`src/design/smpq_pkg.sv`:
```
// Shared types and constants for the stable minimum priority queue.
`default_nettype none
package smpq_pkg;

	localparam int CAPACITY = 16;
	localparam int CNT_W    = $clog2(CAPACITY + 1);
	localparam int OCC_W    = 5;

	localparam logic CMD_ENQ = 1'b0;
	localparam logic CMD_DEQ = 1'b1;

	typedef enum logic [1:0] {
		STATUS_OK    = 2'd0,
		STATUS_EMPTY = 2'd1,
		STATUS_FULL  = 2'd2
	} status_t;

	typedef enum logic {
		ST_IDLE,
		ST_HOLD
	} ctl_state_t;

	typedef struct packed {
		logic        command;
		logic [15:0] priority_req;
		logic [7:0]  age;
		logic        sex;
		logic [15:0] tag;
	} req_t;

	typedef struct packed {
		logic [1:0]       status;
		logic [15:0]      head_priority;
		logic [7:0]       head_age;
		logic             head_sex;
		logic [15:0]      head_tag;
		logic [OCC_W-1:0] occupancy;
	} rsp_t;

	typedef struct packed {
		logic [15:0] prio;
		logic [7:0]  age;
		logic        sex;
		logic [15:0] tag;
	} entry_t;

	// controller -> datapath
	typedef struct packed {
		logic load;
	} ctl_cmd_t;

endpackage
`default_nettype wire

```
`src/design/smpq_ctrl.sv`:
```
// Handshake controller: tracks the result register and issues request loads.
`default_nettype none
module smpq_ctrl (
	input  wire logic               clk,
	input  wire logic               arst_n,
	input  wire logic               in_valid,
	output logic                    in_ready,
	output logic                    out_valid,
	input  wire logic               out_ready,
	output smpq_pkg::ctl_cmd_t      cmd
);
	import smpq_pkg::*;

	ctl_state_t state_q, state_nxt;
	logic       accept;

	assign accept = in_valid && in_ready;

	always_comb begin
		state_nxt = state_q;
		case (state_q)
			ST_IDLE: begin
				if (accept) state_nxt = ST_HOLD;
			end
			ST_HOLD: begin
				if (accept) state_nxt = ST_HOLD;
				else if (out_ready) state_nxt = ST_IDLE;
			end
			default: state_nxt = ST_IDLE;
		endcase
	end

	// result register may be refilled in the cycle it is drained
	always_comb begin
		in_ready  = 1'b0;
		out_valid = 1'b0;
		case (state_q)
			ST_IDLE: begin
				in_ready = 1'b1;
			end
			ST_HOLD: begin
				in_ready  = out_ready;
				out_valid = 1'b1;
			end
			default: begin
				in_ready  = 1'b0;
				out_valid = 1'b0;
			end
		endcase
		cmd.load = accept;
	end

	always_ff @(posedge clk or negedge arst_n) begin
		if (!arst_n) state_q <= ST_IDLE;
		else state_q <= state_nxt;
	end

endmodule
`default_nettype wire

```
`src/design/smpq_dp.sv`:
```
// Datapath: sorted row of entry cells, fill count and result register.
`default_nettype none
module smpq_dp (
	input  wire logic               clk,
	input  wire logic               arst_n,
	input  wire smpq_pkg::ctl_cmd_t cmd,
	input  wire smpq_pkg::req_t     req,
	output smpq_pkg::rsp_t          rsp
);
	import smpq_pkg::*;

	entry_t           entries_q [CAPACITY];
	entry_t           ins_nxt   [CAPACITY];
	entry_t           del_nxt   [CAPACITY];
	entry_t           new_entry;
	logic [CAPACITY-1:0] le;
	logic [CNT_W-1:0] fill_q, fill_nxt;
	logic             is_full, is_empty, do_enq, do_deq;
	rsp_t             rsp_q, rsp_nxt;
	logic [CNT_W+OCC_W-1:0] occ_wide;

	assign new_entry = '{prio: req.priority_req, age: req.age, sex: req.sex, tag: req.tag};
	assign is_full   = (fill_q == CNT_W'(CAPACITY));
	assign is_empty  = (fill_q == '0);
	assign do_enq    = cmd.load && (req.command == CMD_ENQ) && !is_full;
	assign do_deq    = cmd.load && (req.command == CMD_DEQ) && !is_empty;

	// each cell decides in parallel: keep, take the new entry, or shift
	for (genvar i = 0; i < CAPACITY; i++) begin : g_cell
		assign le[i] = (CNT_W'(i) < fill_q) && (entries_q[i].prio <= req.priority_req);
		if (i == 0) begin : g_first
			assign ins_nxt[i] = le[i] ? entries_q[i] : new_entry;
		end else begin : g_rest
			assign ins_nxt[i] = le[i] ? entries_q[i] :
				(le[i-1] ? new_entry : entries_q[i-1]);
		end
		if (i == CAPACITY - 1) begin : g_last
			assign del_nxt[i] = entries_q[i];
		end else begin : g_mid
			assign del_nxt[i] = entries_q[i+1];
		end
	end

	always_comb begin
		fill_nxt = fill_q;
		if (do_enq) fill_nxt = fill_q + 1'b1;
		else if (do_deq) fill_nxt = fill_q - 1'b1;
		occ_wide = (CNT_W + OCC_W)'(fill_nxt);

		rsp_nxt           = '0;
		rsp_nxt.occupancy = occ_wide[OCC_W-1:0];
		if (req.command == CMD_ENQ) begin
			rsp_nxt.status = is_full ? STATUS_FULL : STATUS_OK;
		end else if (is_empty) begin
			rsp_nxt.status = STATUS_EMPTY;
		end else begin
			rsp_nxt.status        = STATUS_OK;
			rsp_nxt.head_priority = entries_q[0].prio;
			rsp_nxt.head_age      = entries_q[0].age;
			rsp_nxt.head_sex      = entries_q[0].sex;
			rsp_nxt.head_tag      = entries_q[0].tag;
		end
	end

	always_ff @(posedge clk or negedge arst_n) begin
		if (!arst_n) fill_q <= '0;
		else fill_q <= fill_nxt;
	end

	always_ff @(posedge clk) begin
		if (do_enq) begin
			entries_q <= ins_nxt;
		end else if (do_deq) begin
			entries_q <= del_nxt;
		end
	end

	always_ff @(posedge clk) begin
		if (cmd.load) rsp_q <= rsp_nxt;
	end

	assign rsp = rsp_q;

endmodule
`default_nettype wire

```
`src/design/stable_min_priority_queue.sv`:
```
// Top level of the stable minimum priority queue.
//
//  channel | direction | handshake            | payload
//  in      | input     | in_valid / in_ready   | in_data  (command, priority, age, sex, tag)
//  out     | output    | out_valid / out_ready | out_data (status, head fields, occupancy)
//
// A taken request's result is registered and shows on out_data in the next cycle.
// Cells compare to the new priority in parallel; one request per cycle while out_ready is high.
// A new request is taken in the same cycle the waiting result is taken; while a result
// stalls, in_ready stays low. Reset clears the fill count; entry contents are not reset.
`default_nettype none
module stable_min_priority_queue (
	input  wire logic          clk,
	input  wire logic          arst_n,
	input  wire logic          in_valid,
	output logic               in_ready,
	input  wire smpq_pkg::req_t in_data,
	output logic               out_valid,
	input  wire logic          out_ready,
	output smpq_pkg::rsp_t     out_data
);
	import smpq_pkg::*;

	ctl_cmd_t cmd;

	smpq_ctrl u_ctrl (
		.clk       (clk),
		.arst_n    (arst_n),
		.in_valid  (in_valid),
		.in_ready  (in_ready),
		.out_valid (out_valid),
		.out_ready (out_ready),
		.cmd       (cmd)
	);

	smpq_dp u_dp (
		.clk    (clk),
		.arst_n (arst_n),
		.cmd    (cmd),
		.req    (in_data),
		.rsp    (out_data)
	);

endmodule
`default_nettype wire
```
`config.mk`:
```
export PLATFORM = sky130hd
export DESIGN_NAME = stable_min_priority_queue
export DESIGN_NICKNAME = d
export VERILOG_FILES = /design/src/design/smpq_pkg.sv /design/src/design/smpq_ctrl.sv /design/src/design/smpq_dp.sv /design/src/design/stable_min_priority_queue.sv
export SDC_FILE = /design/constraint.sdc
export NUM_CORES = 2
export LEC_CHECK = 0
export BUFFER_PORTS_ARGS = -buffer_cell sky130_fd_sc_hd__buf_2
export CORE_ASPECT_RATIO = 1.75
export CORE_MARGIN = 2
export CORE_UTILIZATION = 30
export CTS_CLUSTER_SIZE = 20
export DETAILED_ROUTE_END_ITERATION = 8
export PLACE_DENSITY = 0.49
export SLEW_MARGIN = 5
export SYNTH_ARGS = -nofsm -noshare
export SYNTH_HDL_FRONTEND = slang
export SYNTH_SLANG_ARGS = --single-unit
```
`constraint.sdc`:
```
create_clock -name clk -period 4.72 [get_ports clk]
set_input_delay 0.236 -clock clk [delete_from_list [all_inputs] [get_ports clk]]
set_output_delay 0.236 -clock clk [all_outputs]
set_load 0.02 [all_outputs]
```
# Word level (Yosys, flattened, before mapping)
# Cells that the tools add are included.
# Widths: inputs -> output; s select.
[totals]
reg_bits = 710
out_inout_bits = 50
input_bits = 46
[classes]
n_eq_ne = 16
n_bitwise = 3
mux = 44
addsub = 2
reduce_logical = 42
magnitude_cmp = 32
[ops]
columns = ["op", "n"]
rows = [
  ["$mux 656", 2],
  ["$mux 41", 31],
  ["$le 16x16->1", 16],
  ["$lt 4x5->1 const A", 8],
  ["$reduce_and 2->1", 16],
  ["$ne 2x2->1 const B", 15],
  ["$logic_and 1x1->1", 21],
  ["$lt 3x5->1 const A", 4],
  ["$lt 1x5->1 const A", 2],
  ["$lt 2x5->1 const A", 2],
  ["$mux 5", 2],
  ["$add 5x1->5 const B", 1],
  ["$eq 5x5->1 const B", 1],
  ["$logic_not 5->1", 1],
  ["$mux 1", 5],
  ["$sub 5x1->5 const B", 1],
  ["$mux 2", 2],
  ["$pmux 1 s2", 2],
  ["$not 1->1", 3],
  ["$logic_not 1->1", 2],
  ["$reduce_bool 2->1", 1],
  ["$reduce_or 2->1", 1],
]

# Logic depth before layout (Yosys ltp)
[logic_depth]
word_depth = 7
depth_mapped = 10
depth_no_buf = 8

# Cells and area by module
# Synthesis repeated with hierarchy kept, for this count alone.
[unflattened]
cells_unflattened = 4626
hier_area_um2 = 46310.7
[by_module_without_submodules]
columns = ["mod", "cells_per_inst", "area_each_um2", "seq_area_each_um2", "n_inst"]
rows = [
  ["smpq_dp", 4622, 46256.9, 21265.4, 1],
  ["smpq_ctrl", 4, 53.8, 25.0, 1],
]

# Worst setup path after synthesis
# Ideal clock, no wire load.
[synth_path]
path_kind = "flip-flop to flip-flop"
from = "register u_ctrl.state_q"
to = "register u_dp.entries_q, in the netlist u_dp.del_nxt[369], enable pin"
arrival_ps = 3527
required_ps = 4321
path_stages_with_launch = 6
period_less_slack_ps = 3926
path_slack_ps = 794
setup_ps = 399
path_buffers = 1
cell_sequence = "dfrtp_1 > nand2b_1 > and2_1 > nand2_1 > clkbuf_1 > nand2_1"
[synth_via]
elab_chain_cells = 7
word_cells_on_any_way = 10
cone_classes = "1 x eq/ne; 1 x mux; 1 x bitwise; 7 x reduce/logical"
[synth_lines]
columns = ["element", "line_no", "source"]
rows = [
  ["from (decl)", "smpq_ctrl.sv:14", "ctl_state_t state_q, state_nxt;"],
  ["from (signal assigned)", "smpq_ctrl.sv:55", "else state_q <= state_nxt;"],
  ["$not 1->1", "smpq_ctrl.sv:37", "case (state_q)"],
  ["$pmux 1 s2 (*)", "smpq_ctrl.sv:37", ""],
  ["net in_ready", "stable_min_priority_queue.sv:16", "output logic in_ready,"],
  ["$logic_and 1x1->1 (*)", "smpq_ctrl.sv:17", "assign accept = in_valid && in_ready;"],
  ["net cmd", "stable_min_priority_queue.sv:24", "ctl_cmd_t cmd;"],
  ["$logic_and 1x1->1, on equally long branches (2 in series)", "smpq_dp.sv:25, smpq_dp.sv:26", ""],
  ["$ne 2x2->1 (no line) or $reduce_bool 2->1 (tied branches)", "--", ""],
  ["$reduce_and 2->1 (no line) (*)", "--", ""],
  ["to (signal assigned)", "smpq_dp.sv:72", "entries_q <= ins_nxt;"],
  ["to (signal assigned)", "smpq_dp.sv:74", "entries_q <= del_nxt;"],
  ["to (decl)", "smpq_dp.sv:12", "entry_t entries_q [CAPACITY];"],
]
# Mark *: on every way through the listed nets, which the timed path passes. The rest lies on a longest branch.
# A chain may end at the register's enable or synchronous reset.

# Final worst setup path
[layout_path]
from = "register u_dp.fill_q[1]"
to = "register u_dp.entries_q, in the netlist u_dp.del_nxt[256], data pin"
[layout_via]
elab_chain_cells = 5
word_cells_on_any_way = 8
cone_classes = "1 x order compare; 1 x eq/ne; 3 x mux; 3 x reduce/logical"
[layout_lines]
columns = ["element", "line_no", "source"]
rows = [
  ["from (decl)", "smpq_dp.sv:17", "logic [CNT_W-1:0] fill_q, fill_nxt;"],
  ["from (signal assigned)", "smpq_dp.sv:67", "else fill_q <= fill_nxt;"],
  ["$lt 4x5->1", "smpq_dp.sv:30", "assign le[i] = (CNT_W'(i) < fill_q) && (entries_q[i].prio <= req.priority_req);"],
  ["$logic_and 1x1->1", "smpq_dp.sv:30", ""],
  ["$mux 41", "smpq_dp.sv:35", "(le[i-1] ? new_entry : entries_q[i-1]);"],
  ["$mux 41", "smpq_dp.sv:34", "assign ins_nxt[i] = le[i] ? entries_q[i] :"],
  ["$mux 656 (*)", "smpq_dp.sv:71", "if (do_enq) begin"],
]
# Mark *: on every way between the ends. The rest lies on a longest branch, timed or not. The select of a mux whose other input is x is not followed.

==> run_results.csv <==
group,metric,value,unit
sta,period_share,0.790,
grt,first_global_vias,32200,
yosys,synth-main-ff-cell,"edfxtp_1",
grt,antenna_found_initial,10,
clock_tree,clockBufferDepth,3,
sta,slew_viol_final,0,
worst_hold_path,min_path_type,"in2reg",
sta,max_slew.worst_pin.slew,1120,ps
yosys,ys_seq_area_frac,0.524,
placed_design,dp_hpwl,105000,µm
power,power_leakage,0.0164,µW
clock_tree,cts-htree-levels,3,
worst_setup_path,reg2reg_depth,9,
yosys,synth_cell_types,63,
worst_setup_path,start_kind,"flop",
yosys,syn_avg_cell_area,11.8,µm²
yosys,ys_warn_count,0,
worst_hold_path,holdPathStages,3,
clock_tree,root_buffer,"clkbuf_16",
final_layout,finish.instance_area,45600,µm²
die,io_pins,96,
sta,maxSlewHeadroom,0.248,
drt,ant_nets,0,
drt,vias,30200,
yosys,yosys-top-cells-area,"edfxtp_1 (52%), o221a_2 (11%), ha_1 (8.0%)",
drt,drcViolationCount,0,
drt,wl,149000,µm
final_layout,register_area,21300,µm²
grt,grt_use_total,0.213,
yosys,syn_inst,3430,
yosys,synth_area,40600,µm²
clock_tree,numCtsBuffers,73,
clock_tree,clk_pin_slew,60,ps
clock_tree,cts_tree,"yes",
final_layout,drive_gt1_frac,0.217,
power,powerDensity,459,nW/µm²
power,vdd_drop_max,0.000289,V
drt,dr.first_iter.drc_count,2452,
die,start_util,0.302,
sta,rsz0062_at_grt,"false",
sta,hold_viol_final,0,
yosys,ys_seq_elements,710,
yosys,synth_top_area_share,0.520,
yosys,synth_commonest_cells,"edfxtp_1 (704), o221a_2 (410), nand2b_1 (403), nor2_1 (316), ha_1 (259)",
clock_tree,cts_sinks,710,
yosys,synth.most_common_cell,"edfxtp_1",
clock_tree,cts_resized,0,
clock_tree,clk_latency,690,ps
sta,fmax,268,MHz
yosys,synth_nets,3735,
die,die_area,138000,µm²
worst_setup_path,critPathCaptureType,"flop",
grt,grt_overflow,0,
die,coreArea,135000,µm²
drt,viasPerCell,5.74,
worst_setup_path,crit_required,5270,ps
die,rows,178,
placed_design,placed_cell_area,43200,µm²
worst_setup_path,path_max_fanout,94,
final_layout,fill_cells,13600,
grt,grt_pass1_wl,218000,µm
worst_setup_path,path_class,"reg2reg",
placed_design,port_buffers,95,
final_layout,layout.nets,3718,
die,die_x,282,µm
yosys,synth-edff-count,704,
final_layout,syn2layout_area_growth,12.2,%
sta,finalSetupViolations,0,
die,die_y,491,µm
drt,first_pass_iters,5,
sta,fin_skew,31.1,ps
final_layout,multi_input_area,18000,µm²
sta,whs,42.2,ps
sta,finalSetupTns,0,ps
job,drv_cap,0,
sta,period_minus_slack,3730,ps
grt,grt_max_degree,159,
placed_design,gp_congestion,0.822,
yosys,yosysTopAreaCell,"edfxtp_1",
status,status,"completed",
yosys,synthArstFlopShare,0.00845,
worst_setup_path,critical_path_arrival,4280,ps
drt,wl_per_cell,28.3,µm
-- cells by family after synthesis --
| kind of cell | count (synthesis) | share of synthesized area |
|---|---|---|
| fa+ha+maj | 259 | 0.0798 |
| mux | 42 | 0.0104 |
| xor+xnor | 3 | 0.000647 |
| flops | 710 | 0.524 |
| simple gates | 1144 | 0.149 |
| buf+inv | 358 | 0.0368 |
| compound gates | 914 | 0.200 |
-- stage by stage --
stage / util / instances / worst slack, ps / power [µW]
finish: 0.339 / 5268 / 993 / 20900
global route: 0.339 / 5267 / 739 / 21900
floorplan: - / 3430 / 794 / 12900
CTS: 0.339 / 5265 / 953 / 21100
global placement: 0.321 / 5134 / 778 / 15000
detailed placement: 0.321 / 5134 / 761 / 15100
-- cells in the final DEF, fill, tap and decap left out, types with 15 or more instances in the layout --
cell,instances
a21oi_1,151
a221oi_1,124
a32oi_1,41
and2_1,44
buf_2,95
buf_4,90
clkbuf_1,19
clkbuf_16,74
edfxtp_1,704
ha_1,259
inv_1,63
mux2i_1,42
nand2_1,119
nand2b_1,403
nand3_1,91
nand4_1,58
nand4b_1,40
nor2_1,315
nor2b_1,15
o21a_1,21
o21ai_0,72
o221a_2,410
-- power by group --
part | internal (µW) | total (µW) | switching [µW]
clock network | 3240 | 5980 | 2740
logic | 2170 | 5340 | 3170
registers | 8590 | 9610 | 1020
-- flip-flops by register name (all words and copies together), names as in the netlist --
signal / cells
u_dp.del_nxt: 615
u_dp.entries_q: 41
u_dp.fill_q: 5
u_ctrl.state_q: 1
u_dp.rsp: 48
-- critical path, cell delays in order, from the launching register on --
cell and delay (ps):
dfrtp_1 470, inv_1 200, ha_1 360, nand2_1 190, o311ai_4 420, buf_12 450, buf_4 570, a211o_1 180
buf_4 390, o221a_2 290
-- routing by layer --
layer / vias to the layer above / part of all wire / global-route usage
li1: 13500 / - / -
met1: 15600 / 0.34 / 0.210
met2: 768 / 0.57 / 0.423
met3: 325 / 0.031 / 0.0257
met4: 14 / 0.058 / 0.111
met5: - / 0.00054 / 0
-- path summary, 6_finish.rpt --
| kind | slack, ps | to | start |
|---|---|---|---|
| max | 990 | u_dp.del_nxt[256] | u_dp.fill_q[1] |
| min | 40 | u_ctrl.state_q | out_ready |
| max reg2reg | 990 | u_dp.del_nxt[256] | u_dp.fill_q[1] |
| min reg2reg | 570 | u_dp.entries_q[629] | u_dp.del_nxt[629] |
| max in group asynchronous | 3980 | u_dp.fill_q[3] | arst_n |
| min in group asynchronous | 510 | u_dp.fill_q[2] | arst_n |
-- cell type report --
class / instances / area share
flip-flops and latches: 710 / 0.467
multi-input cells: 2362 / 0.396
well taps: 1800 / 0.0494
clock buffers: 94 / 0.0425
repair buffers: 202 / 0.0319
clock inverters: 33 / 0.00755
inverters: 64 / 0.00527
diodes: 3 / 0.000165
-- timing repair --
action	4_1_cts	5_1_grt
hold buffers	4	0
buffers inserted	0	0
hold endpoints to repair	9	0
Note: power is estimated with default switching activity, not from simulation.
